<file path="config.mk">
export PLATFORM = sky130hd
export DESIGN_NAME = etf_queue
export DESIGN_NICKNAME = d
export VERILOG_FILES = /design/src/rtl/etf_pkg.sv /design/src/rtl/etf_queue.sv
export SDC_FILE = /design/constraint.sdc
export NUM_CORES = 1
export LEC_CHECK = 0
export BUFFER_PORTS_ARGS = -buffer_cell sky130_fd_sc_hd__buf_4
export CAP_MARGIN = 20
export CORE_MARGIN = 2
export CORE_UTILIZATION = 55
export CTS_CLUSTER_SIZE = 20
export DETAILED_ROUTE_END_ITERATION = 12
export GPL_TIMING_DRIVEN = 1
export PLACE_DENSITY = 0.83
export SLEW_MARGIN = 20
export SYNTH_ARGS = -nofsm -noshare
export SYNTH_HDL_FRONTEND = slang
export SYNTH_SLANG_ARGS = --single-unit
export TNS_END_PERCENT = 30
</file>
<file path="constraint.sdc">
create_clock -name clock -period 13.45 [get_ports clock]
set_input_delay 1.345 -clock clock [delete_from_list [all_inputs] [get_ports clock]]
set_output_delay 1.345 -clock clock [all_outputs]
set_load 0.02 [all_outputs]
</file>
<file path="src/rtl/etf_pkg.sv">
package etf_pkg;
   localparam int FRAC_BITS = 26;
   localparam int QW = 32;
   localparam int CNT_W = 12;
   localparam int COORD_W = 10;
   localparam int IMAGE_WIDTH_DEF = 1024;
   localparam int IMAGE_HEIGHT_DEF = 1024;
   localparam int QUEUE_DEPTH = 2;

   typedef enum logic [2:0] {
      REG_MODE = 3'd0,
      REG_STEP = 3'd1,
      REG_ORG_RE = 3'd2,
      REG_ORG_IM = 3'd3,
      REG_JUL_RE = 3'd4,
      REG_JUL_IM = 3'd5,
      REG_MAX_IT = 3'd6
   } reg_index_type;

   typedef enum logic [2:0] {
      MODE_SQRT3 = 3'd0,
      MODE_TRICORN = 3'd1,
      MODE_JULIA = 3'd2,
      MODE_SQRT4 = 3'd3,
      MODE_SHIP = 3'd4
   } mode_type;

   typedef enum logic [2:0] {
      ST_IDLE,
      ST_SQUARE,
      ST_PROD,
      ST_TEST,
      ST_ROOT,
      ST_UPDATE,
      ST_DONE
   } eng_state_type;

   typedef struct packed {
      logic [COORD_W-1:0] x;
      logic [COORD_W-1:0] y;
      logic signed [QW-1:0] zr;
      logic signed [QW-1:0] zi;
      logic signed [QW-1:0] cr;
      logic signed [QW-1:0] ci;
      mode_type mode;
      logic [CNT_W-1:0] cap;
   } job_type;

   function automatic logic signed [QW-1:0] sat32(input logic signed [39:0] v);
      logic signed [39:0] hi;
      logic signed [39:0] lo;
      hi = 40'sd2147483647;
      lo = -40'sd2147483648;
      if (v > hi) return hi[QW-1:0];
      else if (v < lo) return lo[QW-1:0];
      else return v[QW-1:0];
   endfunction
endpackage

</file>
<file path="src/rtl/etf_queue.sv">
module etf_queue import etf_pkg::*; #(
   parameter int DEPTH = QUEUE_DEPTH
) (
   input logic clock,
   input logic reset,
   input logic in_valid,
   output logic in_ready,
   input job_type in_job,
   output logic out_valid,
   input logic out_ready,
   output job_type out_job
);
   localparam int AW = (DEPTH > 1) ? $clog2(DEPTH) : 1;
   job_type mem_ff [DEPTH];
   logic [AW-1:0] wr_ff, rd_ff;
   logic [AW:0] cnt_ff;
   logic push, pop;

   assign in_ready = (cnt_ff != (AW+1)'(DEPTH));
   assign out_valid = (cnt_ff != '0);
   assign out_job = mem_ff[rd_ff];
   assign push = in_valid && in_ready;
   assign pop = out_valid && out_ready;

   always_ff @(posedge clock) begin
      if (reset) begin
         wr_ff <= '0;
         rd_ff <= '0;
         cnt_ff <= '0;
      end else begin
         if (push) wr_ff <= (wr_ff == AW'(DEPTH-1)) ? '0 : wr_ff + 1'b1;
         if (pop) rd_ff <= (rd_ff == AW'(DEPTH-1)) ? '0 : rd_ff + 1'b1;
         cnt_ff <= cnt_ff + (AW+1)'(push) - (AW+1)'(pop);
      end
      if (push) mem_ff[wr_ff] <= in_job;
   end
endmodule

</file>
======== After elaboration in Yosys (flattened, before gate mapping) ========
Memories as Yosys holds them, arrays and structs flattened. A register that Yosys moved wholly into a read port is not among the register bits.
Index checks and enable logic that the tools add are counted.
word-level totals
  bits in registers ....................... 4
  RAM bits ................................ 326
  word-level logic and storage cells ...... 18
  memories ................................ 1
memory list
  memory  depth  width  read ports  clocked after memory_dff  wr ports  RTL line         source
  mem_ff  2      163    1           1                         1         etf_queue.sv:14  job_type mem_ff [DEPTH];
cells by class
  add/subtract/negate cells ............... 4
  eq/ne operators ......................... 1
  multiplexer cells ....................... 6
  reduce and logical (&&, ||, !) cells .... 3
operators with widths
  kind                 count
  $mux 1               6
  $add 1x1->1 const B  2
  $add 2x1->2          1
  $logic_and 1x1->1    2
  $ne 2x2->1 const B   1
  $reduce_bool 2->1    1
  $sub 2x1->2          1

======== Logic depth before layout (Yosys ltp) ========
  depth in word-level cells ............... 4
  depth in mapped cells ................... 6
  gate-level depth less buffers ........... 6

======== Least setup slack after synthesis ========
No wires, ideal clock.
  path kind ............................... input port to flip-flop
  start ................................... input port in_valid
  end ..................................... memory mem_ff[1][0] (netlist bit), enable pin
  setup time .............................. 544 ps
  data arrival time ....................... 5130 ps
  required time ........................... 12906 ps
  slack ................................... 7776 ps
  cell stages on the path ................. 1
  path through ............................ and3_1
on the way
  longest elaborated chain between the ends .. 3
ends and longest elaborated chain
  item                          RTL line         source
  start: declaration            etf_queue.sv:6   input logic in_valid,
  $logic_and 1x1->1             etf_queue.sv:22  assign push = in_valid && in_ready;
  $mux 1                        etf_queue.sv:35  if (push) mem_ff[wr_ff] <= in_job;
  $mux 1 (implied by the code)  etf_queue.sv:35
  end: declaration              etf_queue.sv:14
Every way passes these cells.

==> impl_metrics.ini <==
[run_status]
outcome = finished, final reports clean

[clock_tree]
clk_path_buf_depth = 3
cts_made_buffers = 35
insertion_delay_ps = 500
cts_root_buf = clkbuf_16
htree_levels = 2
cts_resized = 0
clk_pin_slew_ps = 60
cts_setup_buffers = 0
clock_sinks = 331
cts_tree = yes
ctsHoldBuffers = 0

[run]
maxCapViolCount = 0

[power_and_ir_drop]
p_total_uw = 2910
leakagePower_uw = 0.00612
pwr_density_cell_mw_per_mm2 = 181
ir_drop_v = 0.000209

[synth]
ys_seq_area_frac = 0.805
synth_fp_nets = 704
synth_cells = 536
synth_seq_cells = 331
synth.largest_area_cell = edfxtp_1
yosysWarningCount = 0
syn_area_sq_mm = 0.0123
synth_top_area_frac = 0.796
synth.avg_cell_area_sq_um = 22.9
synth.distinct_cells = 23
synth.area.top_cells = edfxtp_1 (80%), mux2_4 (8.6%), mux2_2 (8.5%), buf_6 (0.82%), dfxtp_1 (0.81%)

[critical_path]
crit_path_start_kind = flip-flop
cp.arrival_ps = 2800
r2r_cells = 4
required_ps = 12100
cp_max_fo = 67
critPathKind = flip-flop to output pin
worst_setup_path_end_kind = output pin

[die]
dieArea_sq_mm = 0.0236
fp-row-count = 54
io_pins = 332
dieHeight_microns = 153
start_util = 0.561
fp.coreArea_sq_mm = 0.0219
die_x_microns = 153

[layout]
nets = 1059
fillerInstances = 1273
regArea_sq_mm = 0.00989
area_growth_syn_to_layout_pct = 30.7
drive_above_1_share = 0.600
multi_input_area_sq_mm = 0.00226
n_antenna_cell = 0

[sta]
setup_viol = 0
slew_violations = 0
max-slew-margin-rel = 0.345
rsz0062_at_grt = false
fmax_mhz = 241
setup_tns_ps = 0
finalClockSkew_ps = 12.2
tightest_slew_ps = 982
finalHoldViolCount = 0
timing.final.crit_share = 0.308
min_period_ps = 4150

[route]
first_iter_violations = 301
wirelength_microns = 24500
post_drt_via_cell_ratio = 5.18
vias = 6185
ant_nets = 0
first_pass_iters = 4
post-route-drc-count = 0
routedWlPerCell_microns = 20.5

[grt]
grt_pass1_wl_microns = 36500
grt_use_total = 0.203
grt.overflow.total = 0
antenna_found_initial = 0
grt_pass1_vias = 6625
grt_start_max_net_pins = 94

[worst_hold_path]
worstHoldPathCells = 2
hold_class = flip-flop to flip-flop

[placed_design]
dp_hpwl_microns = 16400
gp_congestion = 0.787
io_buffer_count = 331
-- layout by cell type, fill, tap and decap left out, types with 2 or more instances in the layout --
cell / Yosys / layout
inv_6: 0 / 2
dfxtp_1: 5 / 4
mux2_2: 93 / 93
nor2_1: 5 / 5
edfxtp_1: 326 / 326
clkbuf_16: 0 / 36
clkinv_1: 0 / 6
buf_4: 0 / 336
o21ai_0: 2 / 2
mux2_4: 70 / 70
clkbuf_1: 0 / 10
clkinv_2: 0 / 4
nor2b_1: 3 / 3
-- synth_stat cells --
cell type / n
nor2b_1: 3
a32oi_1: 1
mux2_4: 70
buf_2: 9
xor2_1: 1
ha_1: 1
a21bo_1: 1
dfxtp_1: 5
nand2b_1: 1
a21oi_1: 1
mux2_2: 93
or2_2: 1
edfxtp_1: 326
a21bo_2: 1
mux2_1: 1
inv_1: 1
a211oi_1: 1
nand3b_1: 1
nor2_1: 5
and3_1: 1
nand3_1: 1
o21ai_0: 2
buf_6: 9
-- registers in the layout (all words and copies together), names as in the netlist, named ones only --
register and flops:
cnt_ff 2, wr_ff 1, mem_ff 326, rd_ff 1
-- routing by layer --
| metal | GRT usage | vias to the layer above | wire, microns |
|---|---|---|---|
| li1 | - | 2849 | - |
| met1 | 0.229 | 2988 | 8700 |
| met2 | 0.348 | 291 | 12600 |
| met3 | 0.0706 | 57 | 2240 |
| met4 | 0.0957 | 0 | 947 |
| met5 | 0 | - | 0 |
-- worst paths after layout --
path | from | to | slack [ps]
hold / removal | rd_ff | flip-flop | 510
setup / recovery | flip-flop | out_job[40] | 9300
hold reg to reg | rd_ff | flip-flop | 510
setup reg to reg | cnt_ff[0] | mem_ff[0][23] | 10570
-- worst max-delay path, cell delays in order (launching register included) --
cell	delay, ps
dfxtp_4	780
buf_4	870
mux2_2	430
buf_4	160
-- report_power, final --
group	total, uW	internal [uW]	switching [uW]
clock	863	499	363
sequential	1300	1260	42.5
combinational	744	358	386
total	2910	2110	792
-- metrics by stage --
| stage | hold slack [ps] | std cells | instance area, sq um | util | setup WS [ps] |
|---|---|---|---|---|---|
| 2_1_floorplan | 472 | 536 | 12300 | - | 7780 |
| 4_1_cts | 520 | 1195 | 16100 | 0.734 | 9240 |
| 3_5_place_dp | 499 | 1134 | 15000 | 0.687 | 9770 |
| 3_3_place_gp | 487 | 1134 | 15000 | 0.687 | 9760 |
| 5_1_grt | 578 | 1195 | 16100 | 0.734 | 9140 |
| 6_report | 515 | 1195 | 16100 | 0.734 | 9300 |
-- final cells by class --
type	count	area share
flip-flops and latches	331	0.616
repair buffers	336	0.157
multi-input cells	186	0.140
clock buffers	47	0.0593
well taps	280	0.0218
clock inverters	14	0.00537
inverters	1	0.000545
-- kinds of logic after synthesis --
kind of cell | share of synthesized area
adder cells (fa/ha/maj) | 0.00102
AND/OR/NAND/NOR | 0.00560
flip-flops | 0.805
buffers and inverters | 0.0122
AO/OA/AOI/OAI | 0.00417
multiplexers | 0.172
XOR/XNOR | 0.000713
Note: power is estimated with default switching activity, not from simulation.
