**src/rtl/etf_pkg.sv**
```systemverilog
package etf_pkg;
   localparam int FRAC_BITS = 26;
   localparam int QW = 32;
   localparam int CNT_W = 12;
   localparam int COORD_W = 10;
   localparam int IMAGE_WIDTH_DEF = 1024;
   localparam int IMAGE_HEIGHT_DEF = 1024;
   localparam int QUEUE_DEPTH = 2;

   typedef enum logic [2:0] {
      REG_MODE = 3'd0,
      REG_STEP = 3'd1,
      REG_ORG_RE = 3'd2,
      REG_ORG_IM = 3'd3,
      REG_JUL_RE = 3'd4,
      REG_JUL_IM = 3'd5,
      REG_MAX_IT = 3'd6
   } reg_index_type;

   typedef enum logic [2:0] {
      MODE_SQRT3 = 3'd0,
      MODE_TRICORN = 3'd1,
      MODE_JULIA = 3'd2,
      MODE_SQRT4 = 3'd3,
      MODE_SHIP = 3'd4
   } mode_type;

   typedef enum logic [2:0] {
      ST_IDLE,
      ST_SQUARE,
      ST_PROD,
      ST_TEST,
      ST_ROOT,
      ST_UPDATE,
      ST_DONE
   } eng_state_type;

   typedef struct packed {
      logic [COORD_W-1:0] x;
      logic [COORD_W-1:0] y;
      logic signed [QW-1:0] zr;
      logic signed [QW-1:0] zi;
      logic signed [QW-1:0] cr;
      logic signed [QW-1:0] ci;
      mode_type mode;
      logic [CNT_W-1:0] cap;
   } job_type;

   function automatic logic signed [QW-1:0] sat32(input logic signed [39:0] v);
      logic signed [39:0] hi;
      logic signed [39:0] lo;
      hi = 40'sd2147483647;
      lo = -40'sd2147483648;
      if (v > hi) return hi[QW-1:0];
      else if (v < lo) return lo[QW-1:0];
      else return v[QW-1:0];
   endfunction
endpackage

```
**src/rtl/etf_if.sv**
```systemverilog
interface etf_req_if import etf_pkg::*; ();
   logic valid;
   logic ready;
   logic [COORD_W-1:0] pixel_x;
   logic [COORD_W-1:0] pixel_y;
   modport source (output valid, pixel_x, pixel_y, input ready);
   modport sink (input valid, pixel_x, pixel_y, output ready);
endinterface


interface etf_csr_if import etf_pkg::*; ();
   logic valid;
   logic ready;
   logic [2:0] index;
   logic [QW-1:0] data;
   modport source (output valid, index, data, input ready);
   modport sink (input valid, index, data, output ready);
endinterface

```
**src/rtl/etf_front.sv**
```systemverilog
module etf_front import etf_pkg::*; (
   input logic clock,
   input logic reset,
   etf_req_if.sink req,
   etf_csr_if.sink csr,
   input logic out_ready,
   output logic out_valid,
   output job_type out_job
);
   logic [2:0] mode_ff;
   logic [30:0] step_ff;
   logic signed [QW-1:0] org_re_ff, org_im_ff, jul_re_ff, jul_im_ff;
   logic [CNT_W-1:0] max_ff;
   logic [COORD_W-1:0] x_ff, y_ff;
   logic [40:0] px_ff, py_ff;
   logic [1:0] stage_ff;
   logic [COORD_W-1:0] x_in, y_in;
   logic signed [41:0] sum_re, sum_im;
   mode_type mode_eff;
   logic signed [QW-1:0] pr, pi;

   assign csr.ready = 1'b1;
   assign req.ready = (stage_ff == 2'd0);
   assign out_valid = (stage_ff == 2'd2);
   assign x_in = req.pixel_x;
   assign y_in = req.pixel_y;

   always_ff @(posedge clock) begin
      if (reset) begin
         mode_ff <= MODE_SHIP;
         step_ff <= 31'd1342177;
         org_re_ff <= -32'sd134217728;
         org_im_ff <= -32'sd134217728;
         jul_re_ff <= '0;
         jul_im_ff <= '0;
         max_ff <= 12'd50;
      end else if (csr.valid) begin
         unique case (csr.index)
            REG_MODE: mode_ff <= csr.data[2:0];
            REG_STEP: step_ff <= csr.data[30:0];
            REG_ORG_RE: org_re_ff <= csr.data;
            REG_ORG_IM: org_im_ff <= csr.data;
            REG_JUL_RE: jul_re_ff <= csr.data;
            REG_JUL_IM: jul_im_ff <= csr.data;
            REG_MAX_IT: max_ff <= csr.data[CNT_W-1:0];
            default: ;
         endcase
      end
   end

   always_ff @(posedge clock) begin
      if (reset) begin
         stage_ff <= 2'd0;
      end else begin
         unique case (stage_ff)
            2'd0: if (req.valid) stage_ff <= 2'd1;
            2'd1: stage_ff <= 2'd2;
            2'd2: if (out_ready) stage_ff <= 2'd0;
            default: stage_ff <= 2'd0;
         endcase
      end
      if (req.valid && req.ready) begin
         x_ff <= x_in;
         y_ff <= y_in;
      end
      if (stage_ff == 2'd1) begin
         px_ff <= 41'(x_ff) * 41'(step_ff);
         py_ff <= 41'(y_ff) * 41'(step_ff);
      end
   end

   always_comb begin
      sum_re = $signed({1'b0, px_ff}) + 42'(org_re_ff);
      sum_im = $signed({1'b0, py_ff}) + 42'(org_im_ff);
      if (sum_re > 42'sd2147483647) pr = 32'sh7fffffff;
      else if (sum_re < -42'sd2147483648) pr = 32'sh80000000;
      else pr = sum_re[QW-1:0];
      if (sum_im > 42'sd2147483647) pi = 32'sh7fffffff;
      else if (sum_im < -42'sd2147483648) pi = 32'sh80000000;
      else pi = sum_im[QW-1:0];
      mode_eff = (mode_ff > 3'd4) ? MODE_SHIP : mode_type'(mode_ff);
      out_job.x = x_ff;
      out_job.y = y_ff;
      out_job.mode = mode_eff;
      out_job.cap = max_ff;
      if (mode_eff == MODE_JULIA) begin
         out_job.zr = pr;
         out_job.zi = pi;
         out_job.cr = jul_re_ff;
         out_job.ci = jul_im_ff;
      end else begin
         out_job.zr = '0;
         out_job.zi = '0;
         out_job.cr = pr;
         out_job.ci = pi;
      end
   end
endmodule

```
**src/flat_wrapper.sv**
```systemverilog
// flat-port wrapper written by rule: the top's interface ports become plain ports
module etf_front_flat import etf_pkg::*;
  (clock, reset, out_ready, out_valid, out_job, req_valid, req_pixel_x, req_pixel_y, req_ready, csr_valid, csr_index, csr_data, csr_ready);
  etf_req_if req_i ();
  etf_csr_if csr_i ();
  input logic clock;
  input logic reset;
  input logic out_ready;
  output logic out_valid;
  output job_type out_job;
  input wire logic [$bits(req_i.valid)-1:0] req_valid;
  input wire logic [$bits(req_i.pixel_x)-1:0] req_pixel_x;
  input wire logic [$bits(req_i.pixel_y)-1:0] req_pixel_y;
  output wire logic [$bits(req_i.ready)-1:0] req_ready;
  input wire logic [$bits(csr_i.valid)-1:0] csr_valid;
  input wire logic [$bits(csr_i.index)-1:0] csr_index;
  input wire logic [$bits(csr_i.data)-1:0] csr_data;
  output wire logic [$bits(csr_i.ready)-1:0] csr_ready;
  assign req_i.valid = req_valid;
  assign req_i.pixel_x = req_pixel_x;
  assign req_i.pixel_y = req_pixel_y;
  assign req_ready = req_i.ready;
  assign csr_i.valid = csr_valid;
  assign csr_i.index = csr_index;
  assign csr_i.data = csr_data;
  assign csr_ready = csr_i.ready;
  etf_front u_core (.clock(clock), .reset(reset), .req(req_i), .csr(csr_i), .out_ready(out_ready), .out_valid(out_valid), .out_job(out_job));
endmodule
```
**config.mk**
```make
export PLATFORM = sky130hd
export DESIGN_NAME = etf_front_flat
export DESIGN_NICKNAME = d
export VERILOG_FILES = /design/src/rtl/etf_pkg.sv /design/src/rtl/etf_if.sv /design/src/rtl/etf_front.sv /design/src/flat_wrapper.sv
export SDC_FILE = /design/constraint.sdc
export NUM_CORES = 2
export LEC_CHECK = 0
export BUFFER_PORTS_ARGS = -buffer_cell sky130_fd_sc_hd__buf_2
export CAP_MARGIN = 20
export CORE_MARGIN = 2
export CORE_UTILIZATION = 45
export CTS_CLUSTER_SIZE = 25
export DETAILED_ROUTE_END_ITERATION = 8
export GPL_TIMING_DRIVEN = 0
export PLACE_DENSITY = 0.72
export SLEW_MARGIN = 20
export SYNTH_ARGS = -nofsm -noshare
export SYNTH_HDL_FRONTEND = slang
export SYNTH_SLANG_ARGS = --single-unit
```
**constraint.sdc**
```tcl
create_clock -name clock -period 19 [get_ports clock]
set_clock_uncertainty 0.1 [all_clocks]
set_input_delay 3.8 -clock clock [delete_from_list [all_inputs] [get_ports clock]]
set_output_delay 3.8 -clock clock [all_outputs]
set_load 0.03 [all_outputs]
```
Word-level counts from Yosys, hierarchy flattened
Cells that the tools add are included.

Bits in registers: 278. Bits of input ports: 60. Output and inout bits: 166. Word-level logic and storage cells: 52.

$add $sub $neg: 2. $mul: 2. Order comparisons: 5. Equal/unequal tests: 11. Multiplexer cells: 9. Reductions and logical operators: 11.

Operators by type and width (number): $mux W128 (1); $mux W32 (4); $add A42 B32 Y42 (2); $gt A42 B32 Y1 const B (2); $lt A42 B32 Y1 const B (2); $mul A10 B31 Y41 (2); $reduce_and A2 Y1 (8); $eq A3 B2 Y1 const B (3); $eq A3 B3 Y1 const B (3); $pmux W2 S3 (1); $mux W2 (2); $ne A2 B2 Y1 const B (2); $eq A3 B1 Y1 const B (1); $gt A3 B3 Y1 const B (1); $logic_not A3 Y1 (1); $mux W3 (1); $eq A2 B1 Y1 const B (1); $eq A2 B2 Y1 const B (1); $logic_not A2 Y1 (1); $logic_and A1 B1 Y1 (1).

Logic depth before layout (Yosys ltp)
Depth in word-level cells: 5. Mapped depth: 24. Depth with buffers taken out: 22.

Worst setup path before layout
OpenSTA, ideal clock, no wires.

Path type: flip-flop to output port. Start: register u_core.px_ff[18]. End: output port out_job[48] (netlist bit). Arrival: 4029 ps. Data required time: 15100 ps. Path slack: 11071 ps. Cell stages (with the launch flop): 13. Path buffers: 1. Path through: edfxtp_1 ha_1 a21oi_1 o21ai_1 nor4_1 a211oi_1 a2111oi_2 mux2_2 o311ai_1 nor4_1 a211oi_1 clkbuf_1 a311oi_1.

RTL lines: start, declared (RTL line etf_front.sv:15) `logic [40:0] px_ff, py_ff;`; start signal, assigned (RTL line etf_front.sv:67) `px_ff <= 41'(x_ff) * 41'(step_ff);`; end, declared (RTL line flat_wrapper.sv:10) `output job_type out_job;`.

==> impl_results.md <==
- CTS resizes: 0
- Layout Cells excl Fill: 5484
- FILL cells: 7420
- Final GP Congestion: 0.955
- Vias: 31400
- DP Wirelength: 90.5 mm
- Synth area leader: fa_1
- First-pass GRT wire length: 172 mm
- TNS Setup: 0 ps
- Type of the worst min-delay path: reg -> reg
- Crit end category: output pin
- Max Cap Violations: 0
- DRT antenna net count: 0
- H-tree depth: 2
- Initial antenna violation count: 6
- Post-synth top area share: 26.3%
- Peak Freq: 0.0978 GHz
- DRC Markers: 0
- Post-synth ARST share: 0%
- Die ar.: 0.0805 sq mm
- Number of core rows: 102
- Detailed router's first-iteration violation count: 3018
- Ys flop type: dfxtp_1
- CTS buffer count: 35
- Cells after Synth: 4149
- Power density cells: 108 mW/mm^2
- Critical path class: reg -> out
- Layout Nets: 5172
- I/O Pins: 226
- IO Port Bufs: 223
- Setup Fix Bufs, Post-CTS: 0
- 1st-pass router iterations: 5
- Relative slew margins: 30.0%
- Top cells by area, synth: fa_1 26%, dfxtp_1 10%, edfxtp_1 8.7%, ha_1 8.3%, nand2_1 8.2%
- EDFF count, synth: 102
- Vias per inst: 5.72
- Largest net degree at the start of global routing: 29
- Hold Vio Cnt, Final: 0
- Overall Global Routing Usage: 27.6%
- VDD IR-drop max: 0.000127 V
- Root Buffer: clkbuf_16
- Pwr Total: 4.21 mW
- Core ar.: 0.0775 sq mm
- Clock slew at reported path FFs: 70 ps
- Syn nets: 4905
- Count leader, synth: nand2_1
- Area Growth Syn to Fin: 10.5%
- RSZ-0062 raised after global routing: no
- Critical path fanouts, max: 10
- Die width: 284 um
- Max Buffers Root-to-Sink: 3
- Initial Utilization: 45.4%
- Leakage: 17.8 nW
- Status: completed
- Data required, critical path: 15100 ps
- Ratio of cells with drive above 1 in the final layout: 8.06%
- Placed insts: 5419
- Cell area after synthesis: 0.0352 sq mm
- Most frequent cells after synthesis: 772 x nand2_1, 462 x fa_1, 458 x inv_1
- Synthesized flop and latch total: 278
- Final number of setup-violating endpoints: 0
- Routed wire length: 114 mm
- Startpoint Class: flip-flop
- Grt ovf: 0
- Min Tclk post-route: 10220 ps
- Worst skew pair latency: 580 ps
- Fin crit share: 53.8%
- Yosys Warn Count: 0
- Hold Buf Count CTS: 0
- Die height: 284 um
- Least-Margin Pin Slew: 1030 ps
- WL per Instance: 20.7 um
- TritonCTS clock tree: yes
- Mapped Avg Cell Area: 8.48 sq um
- Clk sinks: 278
- Cell variety after synth: 77
- Fin. max-slew vios: 0
- Vias in the first global route: 30100
- Worst endpoint data arrival time: 6320 ps
- Post-synthesis sequential area ratio: 18.7%
worst paths after layout:
check / startpoint / slack, ps / endpoint / cells after the start
max: u_core.px_ff[18] / 8780 / out_job[74] / 13
min: u_core.jul_im_ff[7] / 360 / u_core.jul_im_ff[7] / 2
max reg2reg: u_core.y_ff[1] / 10900 / u_core.py_ff[38] / 21
min reg2reg: u_core.jul_im_ff[7] / 360 / u_core.jul_im_ff[7] / 2
stage by stage:
| step | utilization, % | instance area (sq um) | setup slack (ps) | hold slack, ps |
|---|---|---|---|---|
| finish | 50.2 | 38900 | 8780 | 356 |
| global route | 50.2 | 38900 | 8640 | 372 |
| CTS | 50.2 | 38900 | 9050 | 354 |
| detailed placement | 48.7 | 37700 | 9680 | 346 |
| global placement | 48.6 | 37600 | 9060 | 339 |
| floorplan | - | 35200 | 11070 | 337 |
cells by family after synthesis:
group | synth area share [%]
other | 0.0107
buffers and inverters | 7.81
multiplexers | 0.245
AO/OA/AOI/OAI | 14.3
adder cells (fa/ha/maj) | 34.6
XOR/XNOR | 3.61
flip-flops | 18.7
AND/OR/NAND/NOR | 20.7
report_power, final:
| group | switching (mW) | leakage (nW) | internal [mW] |
|---|---|---|---|
| sequential | 0.0495 | 2.37 | 0.796 |
| clock | 0.295 | 0.565 | 0.389 |
| combinational | 1.62 | 14.9 | 1.07 |
worst max-delay path, cell delays in order (launching register included):
cell and delay (ps):
edfxtp_1 420, ha_1 400, a21oi_1 380, o21ai_1 210, nor4_1 550, a211oi_1 230
a2111oi_2 660, mux2_2 290, o311ai_1 300, nor4_1 870, a211oi_1 390, clkbuf_1 370
a311oi_1 420, buf_2 260
cells in the final DEF, fill, tap and decap left out, types with 30 or more instances in the layout:
master     count
dfxtp_1      176
nand2_1      772
xnor2_1       92
inv_1        458
o211ai_1      30
clkbuf_1     252
buf_2        237
nand3_1       54
fa_1         462
a311oi_1      31
ha_1         234
a21o_1        80
edfxtp_1     102
a21oi_1      308
nor2_1       135
xor2_1        53
o21ai_0      111
and2_1       344
nor3_1        34
clkbuf_16     38
final cells by class:
class	count	area, sq um	area share [%]
repair buffers	230	1220	3.13
inverters	458	1720	4.42
flip-flops and latches	278	6590	16.9
diodes	3	7.51	0.0193
clock inverters	16	146	0.376
plain buffers	263	1030	2.64
multi-input cells	3150	25900	66.6
clock buffers	46	1000	2.57
well taps	1040	1300	3.34
routing by layer:
metal	routed length, um	up-vias	global-route usage, %
met5	0	-	0
met4	6570	0	14.0
met3	11300	298	5.64
met2	50000	1474	42.5
met1	45700	15400	36.8
li1	-	14200	-
registers in the layout, summed over array words and instances (netlist names):
signal            cells
u_core.max_ff        12
u_core.mode_ff        3
u_core.px_ff         41
u_core.org_re_ff     32
u_core.jul_im_ff     32
u_core.x_ff          10
u_core.org_im_ff     32
u_core.step_ff       31
u_core.stage_ff       2
u_core.py_ff         41
u_core.y_ff          10
u_core.jul_re_ff     32
Note: power is estimated with default switching activity, not from simulation.
